==> src/design/bmpu_pkg.sv <==
// Shared types, codes and constants for the BMP pixel unpacker.
package bmpu_pkg;

  // Default image size limits.
  localparam int DEF_MAX_WIDTH  = 4096;
  localparam int DEF_MAX_HEIGHT = 4096;

  // Fixed field widths of the result beat.
  localparam int DIM_W = 13;
  localparam int IDX_W = 24;

  // Result kinds.
  localparam logic [1:0] KIND_PIXEL  = 2'd0;
  localparam logic [1:0] KIND_ACCEPT = 2'd1;
  localparam logic [1:0] KIND_REJECT = 2'd2;

  // Header error codes, also the bit positions in the fault mask.
  localparam logic [2:0] ERR_SIG      = 3'd0;
  localparam logic [2:0] ERR_HDR_SIZE = 3'd1;
  localparam logic [2:0] ERR_FSIZE    = 3'd2;
  localparam logic [2:0] ERR_PLANES   = 3'd3;
  localparam logic [2:0] ERR_BPP      = 3'd4;
  localparam logic [2:0] ERR_COMPRESS = 3'd5;
  localparam logic [2:0] ERR_OFFSET   = 3'd6;
  localparam logic [2:0] ERR_LARGE    = 3'd7;

  // File positions of the last byte of each checked header field.
  localparam logic [31:0] POS_SIG      = 32'd1;
  localparam logic [31:0] POS_FSIZE    = 32'd5;
  localparam logic [31:0] POS_OFFSET   = 32'd13;
  localparam logic [31:0] POS_HDR_SIZE = 32'd17;
  localparam logic [31:0] POS_WIDTH    = 32'd21;
  localparam logic [31:0] POS_HEIGHT   = 32'd25;
  localparam logic [31:0] POS_PLANES   = 32'd27;
  localparam logic [31:0] POS_BPP      = 32'd29;
  localparam logic [31:0] POS_COMPRESS = 32'd33;
  localparam logic [31:0] POS_END      = 32'd53;

  // Expected header contents.
  localparam logic [7:0]  SIG_B        = 8'h42;
  localparam logic [7:0]  SIG_M        = 8'h4D;
  localparam logic [31:0] INFO_SIZE    = 32'd40;
  localparam logic [15:0] PLANES_ONE   = 16'd1;
  localparam logic [15:0] BPP_24       = 16'd24;
  localparam logic [31:0] HEADER_BYTES = 32'd54;

  // One input beat.
  typedef struct packed {
    logic [7:0] data_byte;
    logic       frame_start;
  } beat_t;

  // One result beat.
  typedef struct packed {
    logic [1:0]       result_kind;
    logic [IDX_W-1:0] pixel_index;
    logic [7:0]       red;
    logic [7:0]       green;
    logic [7:0]       blue;
    logic             last_pixel;
    logic [DIM_W-1:0] image_width;
    logic [DIM_W-1:0] image_height;
    logic [2:0]       error_code;
  } res_t;

endpackage

==> src/design/bmpu_in_if.sv <==
// Byte stream channel into the BMP pixel unpacker.
interface bmpu_in_if;
  logic       valid;
  logic       ready;
  logic [7:0] data_byte;
  logic       frame_start;

  modport source (output valid, output data_byte, output frame_start, input ready);
  modport sink (input valid, input data_byte, input frame_start, output ready);
endinterface

==> src/design/bmpu_out_if.sv <==
// Result channel out of the BMP pixel unpacker.
interface bmpu_out_if;
  logic        valid;
  logic        ready;
  logic [1:0]  result_kind;
  logic [23:0] pixel_index;
  logic [7:0]  red;
  logic [7:0]  green;
  logic [7:0]  blue;
  logic        last_pixel;
  logic [12:0] image_width;
  logic [12:0] image_height;
  logic [2:0]  error_code;

  modport source (
    output valid, output result_kind, output pixel_index, output red, output green,
    output blue, output last_pixel, output image_width, output image_height,
    output error_code, input ready
  );
  modport sink (
    input valid, input result_kind, input pixel_index, input red, input green,
    input blue, input last_pixel, input image_width, input image_height,
    input error_code, output ready
  );
endinterface

==> src/design/bmpu_in_reg.sv <==
// Input register stage that holds one byte beat for the parser.
module bmpu_in_reg
  import bmpu_pkg::*;
(
  input  logic  clk,
  input  logic  rst,
  bmpu_in_if.sink stream,
  input  logic  take,
  output logic  held,
  output beat_t beat
);

  // The stage refills in the same cycle that the parser takes its beat.
  assign stream.ready = !held || take;

  always_ff @(posedge clk) begin
    if (rst) begin
      held <= 1'b0;
    end else if (stream.valid && stream.ready) begin
      held <= 1'b1;
    end else if (take) begin
      held <= 1'b0;
    end
  end

  always_ff @(posedge clk) begin
    if (stream.valid && stream.ready) begin
      beat.data_byte   <= stream.data_byte;
      beat.frame_start <= stream.frame_start;
    end
  end

endmodule

==> src/design/bmpu_core.sv <==
// Header parser, pixel assembler and frame buffer index generator.
module bmpu_core
  import bmpu_pkg::*;
#(
  parameter int MAX_WIDTH  = DEF_MAX_WIDTH,
  parameter int MAX_HEIGHT = DEF_MAX_HEIGHT
) (
  input  logic  clk,
  input  logic  rst,
  input  logic  step,
  input  beat_t beat,
  output logic  has_result,
  output res_t  res
);

  localparam int WW = $clog2(MAX_WIDTH + 1);
  localparam int HW = $clog2(MAX_HEIGHT + 1);
  localparam int PW = WW + HW;

  localparam logic [1:0] PH_HEADER = 2'd0;
  localparam logic [1:0] PH_SKIP   = 2'd1;
  localparam logic [1:0] PH_DATA   = 2'd2;
  localparam logic [1:0] PH_IDLE   = 2'd3;

  logic [31:0]      pos, pos_c, pos_next;
  logic [1:0]       phase, phase_c, phase_next;
  logic [31:0]      shift, shift_c, shift_next;
  logic [31:0]      offset, offset_c, offset_next;
  logic [31:0]      fsize, fsize_c, fsize_next;
  logic [WW-1:0]    width, width_c, width_next;
  logic [HW-1:0]    height, height_c, height_next;
  logic [1:0]       chan, chan_c, chan_next;
  logic [7:0]       blue, blue_next;
  logic [7:0]       green, green_next;
  logic [WW-1:0]    col, col_c, col_next;
  logic [HW-1:0]    row, row_c, row_next;
  logic [IDX_W-1:0] rbase, rbase_c, rbase_next;
  logic [7:0]       fault, fault_c, fault_next;

  logic [31:0]      word;
  logic [7:0]       fault_all;
  logic [2:0]       err;
  logic [PW-1:0]    area;
  logic             data_en;
  logic             pad_skip;
  logic [WW-1:0]    col_eff;
  logic [WW-1:0]    col_inc;
  logic [HW-1:0]    row_inc;

  // A frame start makes the current byte byte zero of a fresh file.
  always_comb begin
    pos_c    = beat.frame_start ? '0 : pos;
    phase_c  = beat.frame_start ? PH_HEADER : phase;
    shift_c  = beat.frame_start ? '0 : shift;
    offset_c = beat.frame_start ? '0 : offset;
    fsize_c  = beat.frame_start ? '0 : fsize;
    width_c  = beat.frame_start ? '0 : width;
    height_c = beat.frame_start ? '0 : height;
    chan_c   = beat.frame_start ? '0 : chan;
    col_c    = beat.frame_start ? '0 : col;
    row_c    = beat.frame_start ? '0 : row;
    rbase_c  = beat.frame_start ? '0 : rbase;
    fault_c  = beat.frame_start ? '0 : fault;
  end

  // Header field values and the fault summary at the end of the header.
  assign word = {beat.data_byte, shift_c[31:8]};
  assign area = PW'(height_c - HW'(1)) * PW'(width_c);

  always_comb begin
    fault_all = fault_c;
    if (fsize_c < offset_c) begin
      fault_all[ERR_FSIZE] = 1'b1;
    end
    if (offset_c < HEADER_BYTES) begin
      fault_all[ERR_OFFSET] = 1'b1;
    end
    // Lowest failing check wins.
    err = ERR_LARGE;
    for (int i = 7; i >= 0; i--) begin
      if (fault_all[i]) begin
        err = 3'(i);
      end
    end
  end

  // Next state and result for one byte.
  always_comb begin
    pos_next    = pos_c + 32'd1;
    phase_next  = phase_c;
    shift_next  = shift_c;
    offset_next = offset_c;
    fsize_next  = fsize_c;
    width_next  = width_c;
    height_next = height_c;
    chan_next   = chan_c;
    blue_next   = blue;
    green_next  = green;
    col_next    = col_c;
    row_next    = row_c;
    rbase_next  = rbase_c;
    fault_next  = fault_c;
    has_result  = 1'b0;
    res         = '0;
    data_en     = 1'b0;
    pad_skip    = 1'b0;
    col_eff     = col_c;
    col_inc     = '0;
    row_inc     = '0;

    case (phase_c)
      PH_HEADER: begin
        shift_next = word;
        case (pos_c)
          POS_SIG: begin
            if (word[23:16] != SIG_B || word[31:24] != SIG_M) begin
              fault_next[ERR_SIG] = 1'b1;
            end
          end
          POS_FSIZE: begin
            fsize_next = word;
          end
          POS_OFFSET: begin
            offset_next = word;
          end
          POS_HDR_SIZE: begin
            if (word != INFO_SIZE) begin
              fault_next[ERR_HDR_SIZE] = 1'b1;
            end
          end
          POS_WIDTH: begin
            if (word > 32'(MAX_WIDTH)) begin
              fault_next[ERR_LARGE] = 1'b1;
            end else begin
              width_next = WW'(word);
            end
          end
          POS_HEIGHT: begin
            if (word > 32'(MAX_HEIGHT)) begin
              fault_next[ERR_LARGE] = 1'b1;
            end else begin
              height_next = HW'(word);
            end
          end
          POS_PLANES: begin
            if (word[31:16] != PLANES_ONE) begin
              fault_next[ERR_PLANES] = 1'b1;
            end
          end
          POS_BPP: begin
            if (word[31:16] != BPP_24) begin
              fault_next[ERR_BPP] = 1'b1;
            end
          end
          POS_COMPRESS: begin
            if (word != '0) begin
              fault_next[ERR_COMPRESS] = 1'b1;
            end
          end
          POS_END: begin
            has_result = 1'b1;
            fault_next = fault_all;
            if (fault_all != '0) begin
              res.result_kind = KIND_REJECT;
              res.error_code  = err;
              phase_next      = PH_IDLE;
            end else begin
              res.result_kind  = KIND_ACCEPT;
              res.image_width  = DIM_W'(width_c);
              res.image_height = DIM_W'(height_c);
              chan_next        = '0;
              col_next         = '0;
              row_next         = '0;
              if (width_c == '0 || height_c == '0) begin
                phase_next = PH_IDLE;
              end else begin
                rbase_next = IDX_W'(area);
                phase_next = PH_SKIP;
              end
            end
          end
          default: begin
          end
        endcase
      end
      PH_SKIP: begin
        if (pos_c == offset_c) begin
          phase_next = PH_DATA;
          data_en    = 1'b1;
        end
      end
      PH_DATA: begin
        data_en = 1'b1;
      end
      default: begin
      end
    endcase

    // Pixel data: row padding, channel gathering and index generation.
    if (data_en) begin
      if (col_c >= width_c) begin
        if (pos_c[1:0] != 2'b00) begin
          pad_skip = 1'b1;
        end else begin
          col_eff = '0;
        end
      end
      if (!pad_skip) begin
        col_next = col_eff;
        case (chan_c)
          2'd0: begin
            blue_next = beat.data_byte;
            chan_next = 2'd1;
          end
          2'd1: begin
            green_next = beat.data_byte;
            chan_next  = 2'd2;
          end
          default: begin
            chan_next       = 2'd0;
            col_inc         = col_eff + WW'(1);
            row_inc         = row_c + HW'(1);
            has_result      = 1'b1;
            res.result_kind = KIND_PIXEL;
            res.pixel_index = rbase_c + IDX_W'(col_eff);
            res.red         = beat.data_byte;
            res.green       = green;
            res.blue        = blue;
            res.last_pixel  = (row_inc == height_c) && (col_inc == width_c);
            col_next        = col_inc;
            if (col_inc == width_c) begin
              row_next = row_inc;
              if (row_inc >= height_c) begin
                phase_next = PH_IDLE;
              end else begin
                rbase_next = rbase_c - IDX_W'(width_c);
              end
            end
          end
        endcase
      end
    end
  end

  // Parser state, updated once per byte taken.
  always_ff @(posedge clk) begin
    if (rst) begin
      pos    <= '0;
      phase  <= PH_HEADER;
      shift  <= '0;
      offset <= '0;
      fsize  <= '0;
      width  <= '0;
      height <= '0;
      chan   <= '0;
      blue   <= '0;
      green  <= '0;
      col    <= '0;
      row    <= '0;
      rbase  <= '0;
      fault  <= '0;
    end else if (step) begin
      pos    <= pos_next;
      phase  <= phase_next;
      shift  <= shift_next;
      offset <= offset_next;
      fsize  <= fsize_next;
      width  <= width_next;
      height <= height_next;
      chan   <= chan_next;
      blue   <= blue_next;
      green  <= green_next;
      col    <= col_next;
      row    <= row_next;
      rbase  <= rbase_next;
      fault  <= fault_next;
    end
  end

endmodule

==> src/design/bmp24_bottom_up_pixel_unpacker_core.sv <==
// Top level of the 24-bit BMP stream unpacker.
// Takes a BMP file one byte per beat from offset zero (frame_start marks offset zero),
// checks the 54-byte header and returns one header-accepted or header-rejected beat on
// the last header byte, then one pixel beat per three data bytes, addressed into a
// top-down row-major frame buffer with blue, green and red separated. Padding at the
// end of each row is dropped. The block takes one byte every clock cycle while the
// result side keeps up; a byte passes through an input register and a result register,
// and a result is delayed beyond these two registers only while the result side stalls.
// The rate is set by the update of the parser state, once per byte, between those two
// registers.
module bmp24_bottom_up_pixel_unpacker_core
  import bmpu_pkg::*;
#(
  parameter int MAX_WIDTH  = DEF_MAX_WIDTH,
  parameter int MAX_HEIGHT = DEF_MAX_HEIGHT
) (
  input logic        clk,
  input logic        rst,
  bmpu_in_if.sink    stream,
  bmpu_out_if.source result
);

  logic  held;
  logic  adv;
  beat_t beat;
  logic  has_result;
  res_t  res;
  logic  out_v;
  res_t  res_q;

  // The held byte moves on whenever the result register is free or draining.
  assign adv = held && (!out_v || result.ready);

  bmpu_in_reg u_in_reg (
    .clk    (clk),
    .rst    (rst),
    .stream (stream),
    .take   (adv),
    .held   (held),
    .beat   (beat)
  );

  bmpu_core #(
    .MAX_WIDTH  (MAX_WIDTH),
    .MAX_HEIGHT (MAX_HEIGHT)
  ) u_core (
    .clk        (clk),
    .rst        (rst),
    .step       (adv),
    .beat       (beat),
    .has_result (has_result),
    .res        (res)
  );

  // Result register.
  always_ff @(posedge clk) begin
    if (rst) begin
      out_v <= 1'b0;
    end else if (adv) begin
      out_v <= has_result;
    end else if (result.ready) begin
      out_v <= 1'b0;
    end
  end

  always_ff @(posedge clk) begin
    if (rst) begin
      res_q <= '0;
    end else if (adv) begin
      res_q <= res;
    end
  end

  assign result.valid        = out_v;
  assign result.result_kind  = res_q.result_kind;
  assign result.pixel_index  = res_q.pixel_index;
  assign result.red          = res_q.red;
  assign result.green        = res_q.green;
  assign result.blue         = res_q.blue;
  assign result.last_pixel   = res_q.last_pixel;
  assign result.image_width  = res_q.image_width;
  assign result.image_height = res_q.image_height;
  assign result.error_code   = res_q.error_code;

  // An empty input register always takes a new byte.
  a_empty_takes: assert property (@(posedge clk) disable iff (rst)
    !held |-> stream.ready)
    else $error("input register empty but not ready");

  // The result register only changes when a byte is processed.
  a_res_hold: assert property (@(posedge clk) disable iff (rst)
    !adv |=> $stable(res_q))
    else $error("result register changed without a byte");

  // An accepted header never reports a width beyond the limit.
  a_width_limit: assert property (@(posedge clk) disable iff (rst)
    (out_v && res_q.result_kind == KIND_ACCEPT) |-> (res_q.image_width <= 13'(MAX_WIDTH)))
    else $error("accepted width above limit");

endmodule

==> src/flat_wrapper.sv <==
// flat-port wrapper written by rule: the top's interface ports become plain ports
module bmp24_bottom_up_pixel_unpacker_core_flat import bmpu_pkg::*;
#(
  parameter int MAX_WIDTH  = DEF_MAX_WIDTH,
  parameter int MAX_HEIGHT = DEF_MAX_HEIGHT
)
  (clk, rst, stream_valid, stream_data_byte, stream_frame_start, stream_ready, result_valid, result_result_kind, result_pixel_index, result_red, result_green, result_blue, result_last_pixel, result_image_width, result_image_height, result_error_code, result_ready);
  bmpu_in_if stream_i ();
  bmpu_out_if result_i ();
  input logic clk;
  input logic rst;
  input wire logic [$bits(stream_i.valid)-1:0] stream_valid;
  input wire logic [$bits(stream_i.data_byte)-1:0] stream_data_byte;
  input wire logic [$bits(stream_i.frame_start)-1:0] stream_frame_start;
  output wire logic [$bits(stream_i.ready)-1:0] stream_ready;
  output wire logic [$bits(result_i.valid)-1:0] result_valid;
  output wire logic [$bits(result_i.result_kind)-1:0] result_result_kind;
  output wire logic [$bits(result_i.pixel_index)-1:0] result_pixel_index;
  output wire logic [$bits(result_i.red)-1:0] result_red;
  output wire logic [$bits(result_i.green)-1:0] result_green;
  output wire logic [$bits(result_i.blue)-1:0] result_blue;
  output wire logic [$bits(result_i.last_pixel)-1:0] result_last_pixel;
  output wire logic [$bits(result_i.image_width)-1:0] result_image_width;
  output wire logic [$bits(result_i.image_height)-1:0] result_image_height;
  output wire logic [$bits(result_i.error_code)-1:0] result_error_code;
  input wire logic [$bits(result_i.ready)-1:0] result_ready;
  assign stream_i.valid = stream_valid;
  assign stream_i.data_byte = stream_data_byte;
  assign stream_i.frame_start = stream_frame_start;
  assign stream_ready = stream_i.ready;
  assign result_valid = result_i.valid;
  assign result_result_kind = result_i.result_kind;
  assign result_pixel_index = result_i.pixel_index;
  assign result_red = result_i.red;
  assign result_green = result_i.green;
  assign result_blue = result_i.blue;
  assign result_last_pixel = result_i.last_pixel;
  assign result_image_width = result_i.image_width;
  assign result_image_height = result_i.image_height;
  assign result_error_code = result_i.error_code;
  assign result_i.ready = result_ready;
  bmp24_bottom_up_pixel_unpacker_core #(.MAX_WIDTH(MAX_WIDTH), .MAX_HEIGHT(MAX_HEIGHT)) u_core (.clk(clk), .rst(rst), .stream(stream_i), .result(result_i));
endmodule
==> config.mk <==
export PLATFORM = sky130hd
export DESIGN_NAME = bmp24_bottom_up_pixel_unpacker_core_flat
export DESIGN_NICKNAME = d
export VERILOG_FILES = /design/src/design/bmpu_pkg.sv /design/src/design/bmpu_in_if.sv /design/src/design/bmpu_out_if.sv /design/src/design/bmpu_in_reg.sv /design/src/design/bmpu_core.sv /design/src/design/bmp24_bottom_up_pixel_unpacker_core.sv /design/src/flat_wrapper.sv
export SDC_FILE = /design/constraint.sdc
export NUM_CORES = 2
export LEC_CHECK = 0
export BUFFER_PORTS_ARGS = -buffer_cell sky130_fd_sc_hd__buf_4
export CORE_ASPECT_RATIO = 2
export CORE_MARGIN = 5
export CORE_UTILIZATION = 45
export DETAILED_ROUTE_END_ITERATION = 10
export MAX_ROUTING_LAYER = met4
export PLACE_DENSITY = 0.68
export SLEW_MARGIN = 20
export SYNTH_ARGS = -nofsm -noshare
export SYNTH_HDL_FRONTEND = slang
export SYNTH_SLANG_ARGS = --single-unit
==> constraint.sdc <==
create_clock -name clk -period 8.3 [get_ports clk]
set_input_delay 0.83 -clock clk [delete_from_list [all_inputs] [get_ports clk]]
set_output_delay 0.83 -clock clk [all_outputs]
set_load 0.01 [all_outputs]
## After elaboration in Yosys (flattened, before gate mapping)

Index checks and enable logic that the tools add are counted.

- Add/subtract/negate cells: 6
- Multipliers: 1
- Order comparisons: 5
- Equality and inequality tests: 21
- Multiplexer cells: 112
- Bitwise operators: 1
- Reduce and logical (&&, ||, !) cells: 22

Operator list:

| kind | count |
|---|---|
| $mux W13 | 26 |
| $mux W32 | 9 |
| $mux W24 | 10 |
| $eq A32 B5 Y1 const B | 5 |
| $mux W51 | 3 |
| $eq A32 B6 Y1 const B | 2 |
| $mux W29 | 2 |
| $mux W2 | 19 |
| $add A32 B1 Y32 const B | 1 |
| $eq A32 B1 Y1 const B | 1 |
| $eq A32 B3 Y1 const B | 1 |
| $eq A32 B32 Y1 | 1 |
| $eq A32 B4 Y1 const B | 1 |
| $gt A32 B13 Y1 const B | 1 |
| $lt A32 B32 Y1 | 1 |
| $lt A32 B6 Y1 const B | 1 |
| $ne A32 B6 Y1 const B | 1 |
| $reduce_bool A32 Y1 | 1 |
| $mux W1 | 30 |
| $add A13 B1 Y13 const B | 2 |
| $eq A13 B13 Y1 | 2 |
| $ge A13 B13 Y1 | 2 |
| $logic_not A13 Y1 | 2 |
| $mux W26 | 1 |
| 22 further kinds | 43 |

- Bits in registers: 315
- Input port bits: 13
- Logic and storage cells: 195

## Longest topological paths before layout

- Depth in word-level cells: 13
- Gate-level depth with buffers: 33
- Gate-level depth less buffers: 29

## By module

From an unflattened synthesis, not the netlist that was laid out.

- Cells, all modules: 3151
- Area total of the unflattened synthesis: 25853.5 µm²

By module, submodules not included:

| module | times used | cells each | area each (µm²) |
|---|---|---|---|
| bmpu_core | 1 | 2768 | 21645.8 |
| bmp24_bottom_up_pixel_unpacker_core | 1 | 369 | 3882.5 |
| bmpu_in_reg | 1 | 14 | 325.3 |

## Worst setup path after synthesis

No wires, ideal clock.

- Path kind: reg2reg
- Start point: register, netlist name u_core.u_in_reg.beat[0]
- End point: register u_core.u_core.rbase[23]
- Library setup time: 135 ps
- Arrival: 7549 ps
- Path slack: 616 ps
- Cell stages (with the launch flop): 32
- Period minus slack after synthesis: 7684 ps
- Cells stage by stage: edfxtp_1 -> buf_2 -> buf_2 -> buf_4 -> buf_2 -> buf_2 -> buf_1 -> buf_2 -> buf_2 -> or3_1 -> clkbuf_1 -> nand2_1 -> fa_1 -> inv_1 -> fa_1 -> fa_1 -> fa_1 -> fa_1 -> inv_1 -> fa_1 -> inv_1 -> ha_1 -> a21oi_1 -> nand2_1 -> a21oi_1 -> a21oi_1 -> nor3_1 -> nor4_1 -> nor3_1 -> nor3_1 -> nor4b_1 -> a2111oi_2

- Longest elaborated chain between the ends: 12

Ends and longest elaborated chain:

| what | line | RTL |
|---|---|---|
| $mux W13 (tied with other cells) | bmpu_core.sv:58 | `height_c = beat.frame_start ? '0 : height;` |
| $sub A13 B1 Y14 (tied with other cells) | bmpu_core.sv:68 | `assign area = PW'(height_c - HW'(1)) * PW'(width_c);` |
| $mul A14 B14 Y24 (tied with other cells) | bmpu_core.sv:68 |  |
| $mux W24 or $reduce_bool A8 Y1 (tied branches) | bmpu_core.sv:174, bmpu_core.sv:163 |  |
| $mux W24 | bmpu_core.sv:163 | `if (fault_all != '0) begin` |
| $mux W24 | bmpu_core.sv:114 | `case (pos_c)` |
| $mux W24 | bmpu_core.sv:111 | `case (phase_c)` |
| $mux W24 | bmpu_core.sv:233 | `if (row_inc >= height_c) begin` |
| $mux W24 | bmpu_core.sv:231 | `if (col_inc == width_c) begin` |
| $mux W24 | bmpu_core.sv:210 | `case (chan_c)` |
| $mux W24 | bmpu_core.sv:208 | `if (!pad_skip) begin` |
| $mux W24 * | bmpu_core.sv:200 | `if (data_en) begin` |
| end signal: assignment | bmpu_core.sv:275 | `rbase <= rbase_next;` |
| end: declaration | bmpu_core.sv:37 | `logic [IDX_W-1:0] rbase, rbase_c, rbase_next;` |

Every way passes the cells marked *; elsewhere a longest branch is shown, timed or not. The select of a mux whose other input is x is not followed.
A chain may end at the register's enable or synchronous reset.

## Worst setup path after layout

- Start point: register u_core.u_core.height[2]
- End point: register u_core.u_core.rbase[22]

- Longest elaborated chain between the ends: 12

Ends and longest elaborated chain:

| what | line | RTL |
|---|---|---|
| start: declaration | bmpu_core.sv:31 | `logic [HW-1:0] height, height_c, height_next;` |
| start signal: assignment | bmpu_core.sv:269 | `height <= height_next;` |
| $mux W13 * | bmpu_core.sv:58 |  |
| $sub A13 B1 Y14 or $logic_not A13 Y1 (tied branches) | bmpu_core.sv:68, bmpu_core.sv:174 |  |
| $mul A14 B14 Y24 or $logic_or A1 B1 Y1 (tied branches) | bmpu_core.sv:68, bmpu_core.sv:174 |  |
| $mux W24 | bmpu_core.sv:174 | `if (width_c == '0 \|\| height_c == '0) begin` |
| $mux W24 | bmpu_core.sv:163 |  |
| $mux W24 | bmpu_core.sv:114 |  |
| $mux W24 | bmpu_core.sv:111 |  |
| $mux W24 | bmpu_core.sv:233 |  |
| $mux W24 | bmpu_core.sv:231 |  |
| $mux W24 | bmpu_core.sv:210 |  |
| $mux W24 | bmpu_core.sv:208 |  |
| $mux W24 * | bmpu_core.sv:200 |  |

Every way passes the cells marked *; elsewhere a longest branch is shown, timed or not.

==> results.yml <==
sta:
  fin_worst_skew_ns: 0.03730
  fmaxAchievable_ghz: 0.1266
  rsz0062_at_grt: "false"
  setup_viol: 0
  hold_viol: 0
  tightest_slew_ns: 1.073
  min_period_ns: 7.901
  slew-limit-headroom: 0.2800
  tns_ns: 0
  setup_slack_ns: 0.3991
  slew_viol_final: 0
  final.period_utilization: 0.9519
global_routing:
  use_met2: 0.5383
  grt_max_degree: 114
  grt_pass1_vias: 23290
  use_met3: 0.02582
  grt_pass1_wl_um: 133200
  gr-total-overflow: 0
  antenna_found_initial: 0
  use_met1: 0.2837
  grtUsageTotal: 0.2914
  grt_busiest_layer: "met2"
floorplan:
  num_rows: 121
  start_util: 0.4539
  core_area_sq_mm: 0.05435
  ios: 95
  die_area_sq_mm: 0.05989
  die_y_um: 341.1
  die_w_um: 175.6
critical_path:
  cp-startpoint: "u_core.u_core.height[2]"
  required_ns: 8.80
  r2r_start: "u_core.u_core.height[2]"
  reg2reg_depth: 27
  cp_common_cell: "fa_1"
  rrSetupSlack_ns: 0.40
  end_kind: "register"
  slowest_delay_ns: 0.69
  worstPathArrival_ns: 8.40
  crit_slowest_cell: "a2111oi_0"
  worstSetupPathType: "register to register"
  worstReg2RegEnd: "u_core.u_core.rbase[22]"
  startpoint_type: "register"
  worstPathMaxFanout: 9
place:
  place.gp.congestion: 1.058
  portBuffers: 94
  dp_slack_ns: 0.4566
  dpl.hpwl_um: 67000
pwr:
  ir_drop_v: 0.0001622
  pwr-share-seq: 0.489
  intPower_w: 0.002334
  p_sw_w: 0.0008434
  swShare: 0.2654
  power_density_mw_per_mm2: 118.1
  p_leak_nw: 11.53
  p_comb_frac: 0.068
  power_w: 0.003178
  p_clk_frac: 0.443
yosys:
  yosys_most_used_dff: "dfxtp_1"
  postSynthAreaPerCell_sq_um: 8.004
  synth_top_cell_by_area: "dfxtp_1"
  synth_top_family_by_area: "simple AND/OR/NAND/NOR gates"
  synth_fa_ha_area_frac: 0.2035
  synth-xor-area-share: 0.05168
  synth-compound-area-share: 0.1568
  netlist_area_sq_mm: 0.02467
  synth.distinct_cells: 95
  ys_warn_count: 0
  ys_ff_latch: 315
  synth_simple_gate_area_frac: 0.2418
  yosysTopAreaCellShare: 0.2483
  async_flop_share: 0
  synth_area_leaders: "dfxtp_1 (25%), fa_1 (13%), ha_1 (7.6%)"
  synth_edf_count: 9
  syn-num-nets: 3402
  syn-instance-count: 3082
  yosysSeqAreaShare: 0.2593
  synthMuxAreaShare: 0.01806
clocking:
  clk_latency_ns: 0.63
  clkTransAtPathRegs_ns: 0.07
  cts.sinks: 315
  cts_buffers: 31
  holdBufCountCts: 0
  cts-resized-gates: 0
  cts_tree: "yes"
  post_cts_buffers: 0
  h-tree-depth: 1
  cts_root_buffer: "clkbuf_16"
  clockBufferDepth: 3
routing:
  wl_per_cell_um: 22.92
  drt_iter0_drc: 1812
  vias: 22720
  viasPerCell: 6.013
  drt_first_pass_iters: 6
  wirelength_um: 86600
  drc: 0
  ant_nets: 0
worst_hold_path:
  hold_start: "stream_data_byte[5]"
  hold_class: "input port to register"
  whs_path_depth: 1
  min_to: "u_core.u_in_reg.beat[6]"
finish:
  drive_above_1_share: 0.08543
  area_growth_pct: 9.104
  layout.nets: 3397
  fill_cells: 5233
  diodes: 0
flow_run:
  max_cap_viol_count: 0
status:
  status: "complete, no violations"
per-stage QoR:
step	hold WS, ns	utilization	instances	instance area, sq um
after floorplan	0.4274	-	3082	24670
after global placement	0.4397	0.4771	3720	25930
after detailed placement	0.4385	0.4771	3720	25930
after CTS	0.3613	0.4952	3778	26910
after global routing	0.3717	0.4952	3778	26910
final	0.3845	0.4952	3778	26910
cells in the final DEF (no fill, tap or decap), types with 8 or more instances in the layout:
cell and n:
a21oi_1 162, inv_1 234, edfxtp_1 9, nand2b_1 31, xor2_1 57, a21o_1 23, o211ai_1 23, mux2i_1 31
dfxtp_1 306, fa_1 157, nor2b_1 119, nor3b_1 9, or3_1 25, nor3_1 51, nor2_1 429, clkbuf_1 8
nor4_1 36, o21ai_1 16, a31oi_1 12, nand2_1 348, buf_4 155, a211oi_1 31, a22oi_1 128, and3_1 23
nand3b_1 11, and2_1 25, xnor2_1 86, ha_1 150, clkbuf_16 31, o22ai_1 10, nand3_1 71, o21bai_1 9
nand4_1 37, mux2_2 12, o21ai_0 60, a311oi_1 9
worst max-delay path by stage:
stage | slack, ns | endpoint
floorplan | 0.62 | u_core.u_core.rbase[23]
global placement | 0.51 | u_core.u_core.rbase[22]
detailed placement | 0.46 | u_core.u_core.rbase[22]
CTS | 0.46 | u_core.u_core.rbase[22]
global route | 0.04 | u_core.u_core.rbase[22]
finish | 0.40 | u_core.u_core.rbase[22]
sequential cells by signal, indices dropped and copies added, names as in the netlist, 2 cells and up:
name                        cells
u_core.u_core.offset           32
u_core.u_core.row              13
u_core.result.error_code        3
u_core.u_core.pos              32
u_core.result.blue              8
u_core.u_core.rbase            24
u_core.result.green             8
u_core.result.image_height     13
u_core.u_core.height           13
u_core.result.image_width      13
u_core.result.pixel_index      24
u_core.u_core.blue              8
u_core.u_core.col              13
u_core.u_core.chan              2
u_core.u_core.green             8
u_core.u_core.fault             8
u_core.result.result_kind       2
u_core.result.red               8
u_core.u_core.phase             2
u_core.u_core.fsize            32
u_core.u_core.shift            24
u_core.u_core.width            13
u_core.u_in_reg.beat            9
per-layer routing:
metal / up-vias / part of all wire
met5: - / 0
met4: 0 / 0.084
met3: 329 / 0.040
met2: 773 / 0.54
met1: 11170 / 0.34
li1: 10450 / -
synthesized netlist by cell type, types with 61 or more instances:
master	count
nor2_1	430
nand2_1	349
dfxtp_1	306
inv_1	234
a21oi_1	162
clkbuf_1	157
fa_1	157
ha_1	150
a22oi_1	128
nor2b_1	119
xnor2_1	86
nand3_1	71
o21ai_0	61
cell families (layout without fill, tap and decap cells):
kind of cell    Yosys count  count (layout)
simple gates           1266            1266
xor+xnor                144             144
mux                      43              43
compound gates          572             572
buf+inv                 435             455
fa+ha+maj               307             307
flops                   315             315
cell type report:
class                           instances  area (sq um)  area share
Sequential cell                       315          6396      0.2376
Clock buffer                           44         874.6     0.03249
Clock inverter                         14         111.4    0.004137
Multi-Input combinational cell       2332         16600      0.6169
Inverter                              241         904.6     0.03361
Tap cell                              676         845.8     0.03143
Timing Repair Buffer                  156          1177     0.04375
worst max-delay path: cells and delay by family, from the launching register on:
family	cells	cell delay (ns)
fa+ha+maj	7	3.46
compound gates	7	1.54
buf+inv	5	0.44
simple gates	6	1.61
flops	1	0.41
xor+xnor	2	0.34
power groups by stage:
| stage | logic [W] | clock network, W | registers (W) |
|---|---|---|---|
| CTS | 0.000213 | 0.00143 | 0.00155 |
| floorplan | 0.000152 | 0 | 0.00158 |
| detailed placement | 0.000213 | 0 | 0.00159 |
| finish | 0.000215 | 0.00141 | 0.00155 |
| global route | 0.000232 | 0.00149 | 0.00155 |
| global placement | 0.000210 | 0 | 0.00159 |
No activity file was read; power rests on OpenSTA's default activity.
